===== src/rtl/multihash_frame_parser_macros.svh =====
// Assertion helpers shared by the multihash frame parser modules.
// Define ASSERT_OFF to compile every check down to nothing.
`ifndef MULTIHASH_FRAME_PARSER_MACROS_SVH
`define MULTIHASH_FRAME_PARSER_MACROS_SVH
`ifndef ASSERT_OFF
`define MHFP_ASSERT_IMPL(label, clk, rst_n, ante, cons, msg) \
    label: assert property (@(posedge clk) disable iff (!rst_n) (ante) |-> (cons)) \
        else $error(msg);
`define MHFP_ASSERT_NEXT(label, clk, rst_n, ante, cons, msg) \
    label: assert property (@(posedge clk) disable iff (!rst_n) (ante) |=> (cons)) \
        else $error(msg);
`else
`define MHFP_ASSERT_IMPL(label, clk, rst_n, ante, cons, msg)
`define MHFP_ASSERT_NEXT(label, clk, rst_n, ante, cons, msg)
`endif
`endif


===== src/rtl/mhfp_pkg.sv =====
`timescale 1ns / 1ps

package mhfp_pkg;

    // Result kinds carried on the output tuser.
    localparam logic [2:0] K_CODE     = 3'd0;
    localparam logic [2:0] K_LEN      = 3'd1;
    localparam logic [2:0] K_DIGEST   = 3'd2;
    localparam logic [2:0] K_TRUNC    = 3'd3;
    localparam logic [2:0] K_OVERLONG = 3'd4;

    // A varint whose byte number MAX_VARINT_BYTES still continues is overlong.
    localparam logic [3:0] MAX_VARINT_BYTES = 4'd10;

    // One result item.
    typedef struct packed {
        logic [2:0]  kind;
        logic [63:0] value;
        logic        last;
    } t_result;

    // Up to two results produced by one parsed byte.
    typedef struct packed {
        t_result    res0;
        t_result    res1;
        logic [1:0] cnt;
    } t_parse_out;

endpackage


===== src/rtl/mhfp_parse.sv =====
`timescale 1ns / 1ps
`include "multihash_frame_parser_macros.svh"

module mhfp_parse import mhfp_pkg::*; (
    input  logic       i_clk,
    input  logic       i_rst_n,
    input  logic       i_valid,
    input  logic [7:0] i_byte,
    input  logic       i_end,
    output t_parse_out o_out
);

    localparam logic [1:0] PH_CODE   = 2'd0;
    localparam logic [1:0] PH_LEN    = 2'd1;
    localparam logic [1:0] PH_DIGEST = 2'd2;
    localparam logic [1:0] PH_SKIP   = 2'd3;

    // Groups at byte index ten and above would land beyond bit 63.
    localparam logic [3:0] SHIFT_IDX_LIMIT = 4'd10;
    localparam logic [3:0] IDX_SAT         = 4'd15;

    logic [1:0]  r_phase, n_phase;
    logic [63:0] r_acc, n_acc;
    logic [3:0]  r_idx, n_idx;
    logic [63:0] r_rem, n_rem;

    logic [6:0]  sh;
    logic [63:0] shifted;
    logic [63:0] acc_or;
    logic [3:0]  idx_inc;
    logic [63:0] rem_dec;
    t_result     trunc_res;
    t_parse_out  out_c;

    // Seven-bit group placed at 7 * index, dropped once past the word.
    assign sh      = {r_idx, 3'b000} - {3'b000, r_idx};
    assign shifted = (r_idx < SHIFT_IDX_LIMIT) ? ({57'd0, i_byte[6:0]} << sh) : 64'd0;
    assign acc_or  = r_acc | shifted;
    assign idx_inc = (r_idx < IDX_SAT) ? (r_idx + 4'd1) : r_idx;
    assign rem_dec = r_rem - 64'd1;

    assign trunc_res = '{kind: K_TRUNC, value: 64'd0, last: 1'b1};

    // Next state and the results of the byte in the input register.
    always_comb begin
        n_phase = r_phase;
        n_acc   = r_acc;
        n_idx   = r_idx;
        n_rem   = r_rem;
        out_c   = '0;
        if (r_phase inside {PH_CODE, PH_LEN}) begin
            n_acc = acc_or;
            n_idx = idx_inc;
            if (i_byte[7]) begin
                if (idx_inc >= MAX_VARINT_BYTES) begin
                    out_c.res0 = '{kind: K_OVERLONG, value: 64'd0, last: 1'b1};
                    out_c.cnt  = 2'd1;
                    n_phase    = PH_SKIP;
                end else if (i_end) begin
                    out_c.res0 = trunc_res;
                    out_c.cnt  = 2'd1;
                end
            end else if (r_phase == PH_CODE) begin
                out_c.res0 = '{kind: K_CODE, value: acc_or, last: 1'b0};
                out_c.cnt  = 2'd1;
                if (i_end) begin
                    out_c.res1 = trunc_res;
                    out_c.cnt  = 2'd2;
                end
                n_phase = PH_LEN;
                n_acc   = 64'd0;
                n_idx   = 4'd0;
            end else begin
                out_c.res0 = '{kind: K_LEN, value: acc_or, last: (acc_or == 64'd0)};
                out_c.cnt  = 2'd1;
                if (acc_or == 64'd0) begin
                    n_phase = PH_SKIP;
                end else begin
                    if (i_end) begin
                        out_c.res1 = trunc_res;
                        out_c.cnt  = 2'd2;
                    end
                    n_phase = PH_DIGEST;
                    n_rem   = acc_or;
                end
                n_acc = 64'd0;
                n_idx = 4'd0;
            end
        end else begin
            case (r_phase)
                PH_DIGEST: begin
                    n_rem      = rem_dec;
                    out_c.res0 = '{kind: K_DIGEST, value: {56'd0, i_byte},
                                   last: (rem_dec == 64'd0)};
                    out_c.cnt  = 2'd1;
                    if (rem_dec == 64'd0) begin
                        n_phase = PH_SKIP;
                    end else if (i_end) begin
                        out_c.res1 = trunc_res;
                        out_c.cnt  = 2'd2;
                    end
                end
                default: begin
                    // Skipping trailing bytes until the string ends.
                    n_phase = r_phase;
                end
            endcase
        end
        // The last byte of a string returns everything to the start.
        if (i_end) begin
            n_phase = PH_CODE;
            n_acc   = 64'd0;
            n_idx   = 4'd0;
            n_rem   = 64'd0;
        end
        if (!i_valid) begin
            out_c.cnt = 2'd0;
        end
    end

    assign o_out = out_c;

    // Parser state advances only on a byte that is handed on.
    always_ff @(posedge i_clk) begin
        if (!i_rst_n) begin
            r_phase <= PH_CODE;
            r_acc   <= 64'd0;
            r_idx   <= 4'd0;
            r_rem   <= 64'd0;
        end else if (i_valid) begin
            r_phase <= n_phase;
            r_acc   <= n_acc;
            r_idx   <= n_idx;
            r_rem   <= n_rem;
        end
    end

    `MHFP_ASSERT_NEXT(a_end_resets, i_clk, i_rst_n, i_valid && i_end,
        r_phase == PH_CODE && r_idx == 4'd0 && r_acc == 64'd0,
        "parser state not cleared after end of string")
    `MHFP_ASSERT_IMPL(a_second_is_trunc, i_clk, i_rst_n, o_out.cnt == 2'd2,
        o_out.res1.kind == K_TRUNC && o_out.res1.last && !o_out.res0.last,
        "second result of a byte must be a truncation closing the frame")

endmodule


===== src/rtl/mhfp_out_fifo.sv =====
`timescale 1ns / 1ps
`include "multihash_frame_parser_macros.svh"

module mhfp_out_fifo import mhfp_pkg::*; (
    input  logic       i_clk,
    input  logic       i_rst_n,
    input  t_parse_out i_push,
    output logic       o_room,
    output logic       o_valid,
    input  logic       i_ready,
    output t_result    o_data
);

    localparam int unsigned DEPTH = 4;

    t_result    mem [DEPTH];
    logic [1:0] r_wr_ptr;
    logic [1:0] r_rd_ptr;
    logic [2:0] r_count;
    logic [1:0] wr_ptr_p1;
    logic       rd;

    assign wr_ptr_p1 = r_wr_ptr + 2'd1;
    assign rd        = o_valid && i_ready;
    assign o_valid   = (r_count != 3'd0);
    assign o_data    = mem[r_rd_ptr];
    // Room for the worst case of two results from one byte.
    assign o_room    = (r_count <= 3'(DEPTH - 2));

    // Result storage, up to two writes per cycle.
    always_ff @(posedge i_clk) begin
        if (i_push.cnt != 2'd0) begin
            mem[r_wr_ptr] <= i_push.res0;
        end
        if (i_push.cnt == 2'd2) begin
            mem[wr_ptr_p1] <= i_push.res1;
        end
    end

    // Pointers and fill level.
    always_ff @(posedge i_clk) begin
        if (!i_rst_n) begin
            r_wr_ptr <= 2'd0;
            r_rd_ptr <= 2'd0;
            r_count  <= 3'd0;
        end else begin
            r_wr_ptr <= r_wr_ptr + i_push.cnt;
            r_rd_ptr <= r_rd_ptr + {1'b0, rd};
            r_count  <= r_count + {1'b0, i_push.cnt} - {2'b00, rd};
        end
    end

    `MHFP_ASSERT_IMPL(a_no_overflow, i_clk, i_rst_n, i_push.cnt != 2'd0,
        r_count + {1'b0, i_push.cnt} <= 3'(DEPTH),
        "result queue overflow")
    `MHFP_ASSERT_NEXT(a_count_tracks, i_clk, i_rst_n, i_push.cnt != 2'd0 && !rd,
        r_count == $past(r_count) + {1'b0, $past(i_push.cnt)},
        "fill level does not follow the writes")

endmodule


===== src/rtl/multihash_frame_parser.sv =====
`timescale 1ns / 1ps
`include "multihash_frame_parser_macros.svh"

// Multihash frame parser.
// The slave stream carries the raw bytes of serialized multihash strings, one
// byte per request in tdata, with tlast on the final byte of each string. The
// master stream returns the parsed frame: the hash code, the digest length and
// then each digest byte, with the result kind in tuser and the value in tdata.
// tlast marks the final result of a frame; a truncation or overlong varint
// error is reported as a kind of its own with a zero value and tlast set.
// An accepted byte goes through the input register and the result queue to the
// master side. One byte is accepted every cycle while the receiver takes
// results and each byte yields at most one; a byte ending a string early can
// yield two, which leave via the four-entry result queue. A stalled receiver
// fills that queue and then the input register, after which tready drops.
// Reset clears the parser to the start of a frame and empties the queue;
// bytes after a complete frame are dropped until the end of the string.
module multihash_frame_parser import mhfp_pkg::*; (
    input  logic        i_clk,
    input  logic        i_rst_n,
    input  logic        i_s_axis_tvalid,
    output logic        o_s_axis_tready,
    input  logic [7:0]  i_s_axis_tdata,   // [7:0] data_byte
    input  logic        i_s_axis_tlast,
    output logic        o_m_axis_tvalid,
    input  logic        i_m_axis_tready,
    output logic [63:0] o_m_axis_tdata,   // [63:0] value
    output logic [2:0]  o_m_axis_tuser,   // [2:0] kind
    output logic        o_m_axis_tlast
);

    logic       r_in_valid;
    logic [7:0] r_in_byte;
    logic       r_in_end;
    logic       accept;
    logic       advance;
    logic       room;
    t_parse_out parse_out;
    t_result    out_res;

    assign advance         = r_in_valid && room;
    assign o_s_axis_tready = !r_in_valid || advance;
    assign accept          = i_s_axis_tvalid && o_s_axis_tready;

    // Input register.
    always_ff @(posedge i_clk) begin
        if (!i_rst_n) begin
            r_in_valid <= 1'b0;
        end else if (accept) begin
            r_in_valid <= 1'b1;
        end else if (advance) begin
            r_in_valid <= 1'b0;
        end
    end

    always_ff @(posedge i_clk) begin
        if (accept) begin
            r_in_byte <= i_s_axis_tdata;
            r_in_end  <= i_s_axis_tlast;
        end
    end

    mhfp_parse u_parse (
        .i_clk   (i_clk),
        .i_rst_n (i_rst_n),
        .i_valid (advance),
        .i_byte  (r_in_byte),
        .i_end   (r_in_end),
        .o_out   (parse_out)
    );

    mhfp_out_fifo u_out_fifo (
        .i_clk   (i_clk),
        .i_rst_n (i_rst_n),
        .i_push  (parse_out),
        .o_room  (room),
        .o_valid (o_m_axis_tvalid),
        .i_ready (i_m_axis_tready),
        .o_data  (out_res)
    );

    assign o_m_axis_tdata = out_res.value;
    assign o_m_axis_tuser = out_res.kind;
    assign o_m_axis_tlast = out_res.last;

    `MHFP_ASSERT_IMPL(a_stall_only_when_full, i_clk, i_rst_n, !o_s_axis_tready,
        r_in_valid && !room,
        "input stalled while the input register could move")

endmodule

===== config.mk =====
export PLATFORM = sky130hd
export DESIGN_NAME = multihash_frame_parser
export DESIGN_NICKNAME = d
export VERILOG_FILES = /design/src/rtl/mhfp_pkg.sv /design/src/rtl/mhfp_parse.sv /design/src/rtl/mhfp_out_fifo.sv /design/src/rtl/multihash_frame_parser.sv
export VERILOG_INCLUDE_DIRS = /design/src /design/src/rtl
export SDC_FILE = /design/constraint.sdc
export NUM_CORES = 1
export LEC_CHECK = 0
export CAP_MARGIN = 10
export CORE_MARGIN = 5
export CORE_UTILIZATION = 45
export CTS_CLUSTER_DIAMETER = 80
export DETAILED_ROUTE_END_ITERATION = 16
export DONT_BUFFER_PORTS = 1
export PLACE_DENSITY = 0.63
export SETUP_SLACK_MARGIN = 0.05
export SYNTH_ARGS = -nofsm -noshare
export SYNTH_HDL_FRONTEND = slang
export SYNTH_SLANG_ARGS = --single-unit

===== constraint.sdc =====
create_clock -name i_clk -period 8.4 [get_ports i_clk]
set_input_delay 0.42 -clock i_clk [delete_from_list [all_inputs] [get_ports i_clk]]
set_output_delay 0.42 -clock i_clk [all_outputs]
set_load 0.05 [all_outputs]

Yosys cells after proc, flatten, opt, wreduce, memory -nomap -nowiden
Memories as Yosys holds them, arrays and structs flattened. A register that Yosys moved wholly into a read port is not among the register bits.
Cells that the tools add are included.
Storage, ports and cells
  memory bits (read-only): 0
  latch bits: 0
  output and inout bits: 70
  memories kept: 1
  word-level logic and storage cells: 93
  bits of input ports: 13
  bits in writable memories: 272
  register bits: 151
Cells by class
  bitwise logic cells: 1
  $lt $le $gt $ge: 4
  div/mod/pow operators: 0
  multiply operators: 0
  muxes and demuxes: 43
  shift-type cells: 1
  reductions and logical operators: 18
  $add $sub $neg: 8
  equality and inequality tests: 7
Memory list
  u_out_fifo.mem: words 4, width 68, rd ports 1, clocked after memory_dff 1, wr ports 2, line mhfp_out_fifo.sv:16  | t_result mem [DEPTH];
Operators with widths (number)
  2-to-1 mux 64 bit: 10
  2-to-1 mux 69 bit: 3
  2-to-1 mux 68 bit: 3
  2-to-1 mux 138 bit: 1
  2-to-1 mux 137 bit: 1
  2-to-1 mux 136 bit: 1
  zero test 64 bit: 2
  2-to-1 mux 67 bit: 1
  bitwise OR 64 bit: 1
  << shifter 7 x 7 -> 64 bit: 1
  subtractor 64 x 1 -> 64 bit, second input constant: 1
  2-to-1 mux 2 bit: 11
  2-to-1 mux 4 bit: 4
  inequality test 3 bit, second input constant: 3
  nonzero test 3 bit: 3
  less-than comparator 4 bit, second input constant: 2
  2-to-1 mux 1 bit: 8
  nonzero test 2 bit: 4
  subtractor 7 x 4 -> 7 bit: 1
  AND reduction 5 bit: 1
  adder 4 x 1 -> 4 bit, second input constant: 1
  == test 2 bit, second input constant: 2
  >= comparator 4 bit, second input constant: 1
  inequality test 4 bit, second input constant: 1
  13 further kinds: 15

Longest topological paths before layout
  depth in word-level cells: 13
  depth in mapped cells: 21
  depth with buffers taken out: 18

Hierarchy
From an unflattened synthesis, not the netlist that was laid out.
Second synthesis, totals
  cells, all modules: 2215
  area, all modules: 24477.2 µm²
By module, submodules not included
  mhfp_out_fifo: seq. area each 8308.0 µm², area an instance 13634.3 µm², cells an instance 704, instances 1
  mhfp_parse: seq. area each 2682.6 µm², area an instance 10507.6 µm², cells an instance 1496, instances 1
  multihash_frame_parser: seq. area each 290.3 µm², area an instance 335.3 µm², cells an instance 15, instances 1

Worst setup path after synthesis
No wires, ideal clock.
  kind: register -> register
  start point: register u_parse.r_idx[1]
  end point: register u_out_fifo.r_count[2]
  data arrival time: 5.123 ns
  required time: 8.285 ns
  path buffers: 3
  stages on the path, launching flop included: 22
  clock period less this slack: 5.238 ns
  setup slack: 3.162 ns
  setup time: 0.115 ns
  path through: dfxtp_1 > buf_2 > clkinv_1 > ha_1 > buf_2 > mux2_2 > mux4_2 > and2_1 > clkbuf_1 > a21o_1 > a2111oi_0 > nand4_1 > nor3_2 > a31oi_1 > o22ai_1 > o21ai_0 > ha_1 > inv_1 > ha_1 > fa_1 > xnor2_1 > and2_1
Between the ends
  word-level cells in the longest chain between the ends: 12
RTL lines
  start: declaration: line mhfp_parse.sv:24  | logic [3:0] r_idx, n_idx;
  start signal: assignment: line mhfp_parse.sv:133  | r_idx <= n_idx;
  subtractor 7 x 4 -> 7 bit: line mhfp_parse.sv:36  | assign sh = {r_idx, 3'b000} - {3'b000, r_idx};
  << shifter 7 x 7 -> 64 bit: line mhfp_parse.sv:37  | assign shifted = (r_idx < SHIFT_IDX_LIMIT) ? ({57'd0, i_byte[6:0]} << sh) : 64'd0;
  2-to-1 mux 64 bit: line mhfp_parse.sv:37
  bitwise OR 64 bit: line mhfp_parse.sv:38  | assign acc_or = r_acc | shifted;
  zero test 64 bit: line mhfp_parse.sv:76  | if (acc_or == 64'd0) begin
  2-to-1 mux 69 bit: line mhfp_parse.sv:76
  2-to-1 mux 136 bit: line mhfp_parse.sv:63  | end else if (r_phase == PH_CODE) begin
  2-to-1 mux 2 bit (*): line mhfp_parse.sv:54  | if (i_byte[7]) begin
  2-to-1 mux 138 bit (*): line mhfp_parse.sv:51  | if (r_phase inside {PH_CODE, PH_LEN}) begin
  2-to-1 mux 2 bit (*): line mhfp_parse.sv:116  | if (!i_valid) begin
  adder 3 x 2 -> 3 bit (*): line mhfp_out_fifo.sv:49  | r_count <= r_count + {1'b0, i_push.cnt} - {2'b00, rd};
  subtractor 3 x 1 -> 3 bit (*): line mhfp_out_fifo.sv:49
  end signal: assignment: line mhfp_out_fifo.sv:49
  end: declaration: line mhfp_out_fifo.sv:19  | logic [2:0] r_count;
Every way passes the cells marked *; elsewhere a longest branch is shown, timed or not.
A chain may end at the register's enable or synchronous reset.

Worst setup path after layout
Same ends and word-level chain as after synthesis.

==> run metrics <==
Routed Antenna Nets 0; Final Hold Viols 0; initial antenna violation count 2; Avg Cell Area, Syn 8.10 um^2; final wirelength between 70 and 80 mm; post-route setup TNS 0 ns; Starting Density a little under half; gpl congestion ~1; std cell rows 80; Synth area leader dfxtp_1; Area growth, synth to finish 8.16%; slew margin rel. 17.6%; Final Instance Area 23400 um^2; CP endpoint kind register; DR vias around 20000; Max FO, Critical Path 24; die area roughly 53000 um^2; share of layout cells above drive strength 1 about 11%; DR WL/cell between 20 and 25 um; H-tree depth 2; post-synthesis register bit count between 400 and 500; most used cell, CP ha_1; Root Buffer clkbuf_16; cells on worst reg2reg path 18; largest net degree at the start of global routing 85; CP Cell Sequence clkinv_1 > ha_1 > mux4_2 > and2_1 > a21oi_1 > nor3_1 > a211oi_2 > nand4_1 > nor3_2 > a31oi_1 > o22ai_1 > o21ai_0 > ha_1 > inv_1 > ha_1 > fa_1 > xnor2_1 > and2_1; Net count, final ~2600; CTS tree done; status finished clean; Post-Synthesis Cells around 2700; CP peak stage delay 0.84 ns; core area around 48000 um^2; Power Density ~260 nW/um^2; # DRC 0; Post-synth EDFFs 21; Vias/cell slightly above 6; Placed Area around 22000 um^2; Synth Warn # 0; Lkg Pwr just over 8 nW; Die X 229 um; hold path startpoint i_rst_n; Detail Placement HPWL about 47 mm; R2R Setup Slk 1.55 ns; clk slew on worst S/H paths 0.06 ns; worst r2r dst u_out_fifo.r_count[2]$_SDFF_PN0_; Slowest cell on crit path a211oi_2; Post-CTS Setup Bufs 0; post-route minimum period 6.85 ns; 1st-iter DRT viols between 2000 and 2500; Synth top area share a little under two fifths; Final period util about four fifths; IO Count 83; Max rail drop VDD about 0.14 mV; crit path DAT between 7 and 8 ns; # clock sinks approximately 420; vias in the first global route 18425; Hold WC Path Type in -> reg; Unique masters post-synth 90; max-cap violations 0; CTS resizes 0; hold path cells 2; CP required 8.87 ns; Worst Setup Start Kind register; fillers approximately 4600; maximum clock rate ~0.15 GHz; Slew @ Worst Pin between 1 and 1.5 ns; cts bufs inserted between 40 and 50; CP Buf/Inv Count 2; Post-Route Skew approximately 0.019 ns; Primary FF master, synth dfxtp_1; CP delay by family, top compound AO/OA/AOI/OAI gates; synthesized area ~22000 um^2; Synthesized Nets approximately 2700; top post-synthesis cells by count 416 x nand2_1, 402 x dfxtp_1, 395 x nor2_1; Clock Path Buffers 3; Max Slew Vio Count 0; WHS Endpoint u_parse.r_rem[11]$_SDFFE_PN0P_; Skew-Pair Late Insertion Delay just under 0.6 ns; IO Port Bufs 0; Setup violations, final 0; Worst Setup Path Type reg -> reg; GR Overflow Total 0; Crit Reg-Reg Startpoint u_parse.r_idx[1]$_SDFFE_PN0P_; Seq/Total Area, Yosys roughly two fifths; drt pass-1 iters 6; RSZ-0062 raised after global routing false; Post-synth ARST share 0%; synth top area cells dfxtp_1 37%, mux4_2 7.6%, a21oi_1 7.3%; Total GRT Usage 26.2%; first-pass GRT wire length roughly 110 mm; Die Y around 230 um; most frequent cell after synthesis nand2_1
[per-layer routing]
metal  share of wire, %  GRT usage (%)  routed length (um)  up-vias
met4                3.6           8.85                2580        2
met5              0.017              0                  12        -
met1                 43           36.5               31100     9524
met3                7.9           5.05                5680      169
met2                 45           41.1               32300      886
li1                   -              -                   -     9104
[placed cells by master, fill, tap and decap left out, drive strengths merged, types with 12 or more instances in the layout]
cell type	count
a21oi	345
mux4	73
xnor2	23
a31oi	26
dlygate4sd3	12
and2	28
nand2b	35
clkbuf	67
buf	34
mux2	12
nor2b	12
or3	54
dfxtp	402
o32ai	12
o21ai	78
nand4	16
nor2	405
a211oi	36
nor4	38
nand3	22
nor3	95
a21o	16
or4	12
xor2	23
inv	32
nand2	416
a21boi	56
edfxtp	21
[area by class of cell]
cell class                 instances  area [um^2]  share of cell area [%]
timing repair buffer              46          395                    1.69
clock inverter                    15         98.8                   0.422
clock buffer                      67         1350                    5.77
sequential                       423         8690                    37.1
antenna                            2         5.00                  0.0214
inverter                          29          109                   0.465
multi-input combinational       1999        12000                    51.3
tap                              615          769                    3.29
[what timing repair did]
action,4_1_cts,5_1_grt
hold endpoints to repair,80,0
hold buffers,13,0
setup endpoints to repair,0,0
[metrics by stage]
step / hold WS, ns / instances / worst slack (ns) / util (%) / total power [mW]
6_report: 0.0394 / 3196 / 1.55 / 49.2 / 6.11
5_1_grt: 0.0437 / 3194 / 1.06 / 49.2 / 6.37
4_1_cts: 0.00852 / 3194 / 1.64 / 49.2 / 6.11
3_5_place_dp: 0.446 / 3099 / 1.68 / 45.8 / 4.14
3_3_place_gp: 0.439 / 3099 / 1.16 / 45.8 / 4.12
2_1_floorplan: 0.433 / 2673 / 3.16 / - / 3.66
[power breakdown]
part,switching [mW],internal (mW)
Clock,0.849,1.12
Sequential,0.120,2.15
Combinational,1.28,0.588
Total,2.25,3.86
[worst max-delay path by stage]
stage	endpoint	slack (ns)	from	depth (start not counted)
2_1_floorplan	u_out_fifo.r_count[2]$_SDFF_PN0_	3.16	u_parse.r_idx[1]$_SDFFE_PN0P_	21
3_3_place_gp	u_out_fifo.r_count[2]$_SDFF_PN0_	1.16	u_parse.r_idx[0]$_SDFFE_PN0P_	18
3_5_place_dp	u_out_fifo.r_count[2]$_SDFF_PN0_	1.68	u_parse.r_idx[0]$_SDFFE_PN0P_	18
4_1_cts	u_out_fifo.r_count[2]$_SDFF_PN0_	1.64	u_parse.r_idx[0]$_SDFFE_PN0P_	18
5_1_grt	u_out_fifo.r_count[2]$_SDFF_PN0_	1.06	u_parse.r_idx[0]$_SDFFE_PN0P_	18
6_report	u_out_fifo.r_count[2]$_SDFF_PN0_	1.55	u_parse.r_idx[1]$_SDFFE_PN0P_	18
[sequential cells by signal, indices dropped and copies added (netlist names)]
| register | cells |
|---|---|
| r_in_end | 1 |
| u_parse.r_idx | 4 |
| u_parse.r_phase | 2 |
| u_out_fifo.r_wr_ptr | 2 |
| u_parse.r_acc | 64 |
| r_in_valid | 1 |
| u_out_fifo.mem | 272 |
| u_parse.r_rem | 64 |
| r_in_byte | 8 |
| u_out_fifo.r_rd_ptr | 2 |
| u_out_fifo.r_count | 3 |
[cells by family (layout without fill, tap and decap cells)]
family	count (synthesis)	in the layout	share of synthesized area, %
buffers and inverters	251	157	4.77
adder cells (fa/ha/maj)	12	12	0.728
XOR/XNOR	46	46	1.86
multiplexers	93	93	8.60
AND/OR/NAND/NOR	1197	1197	25.4
flip-flops	423	423	40.1
AO/OA/AOI/OAI	651	651	18.5
other	0	2	0
(Power assumes the default switching activity.)
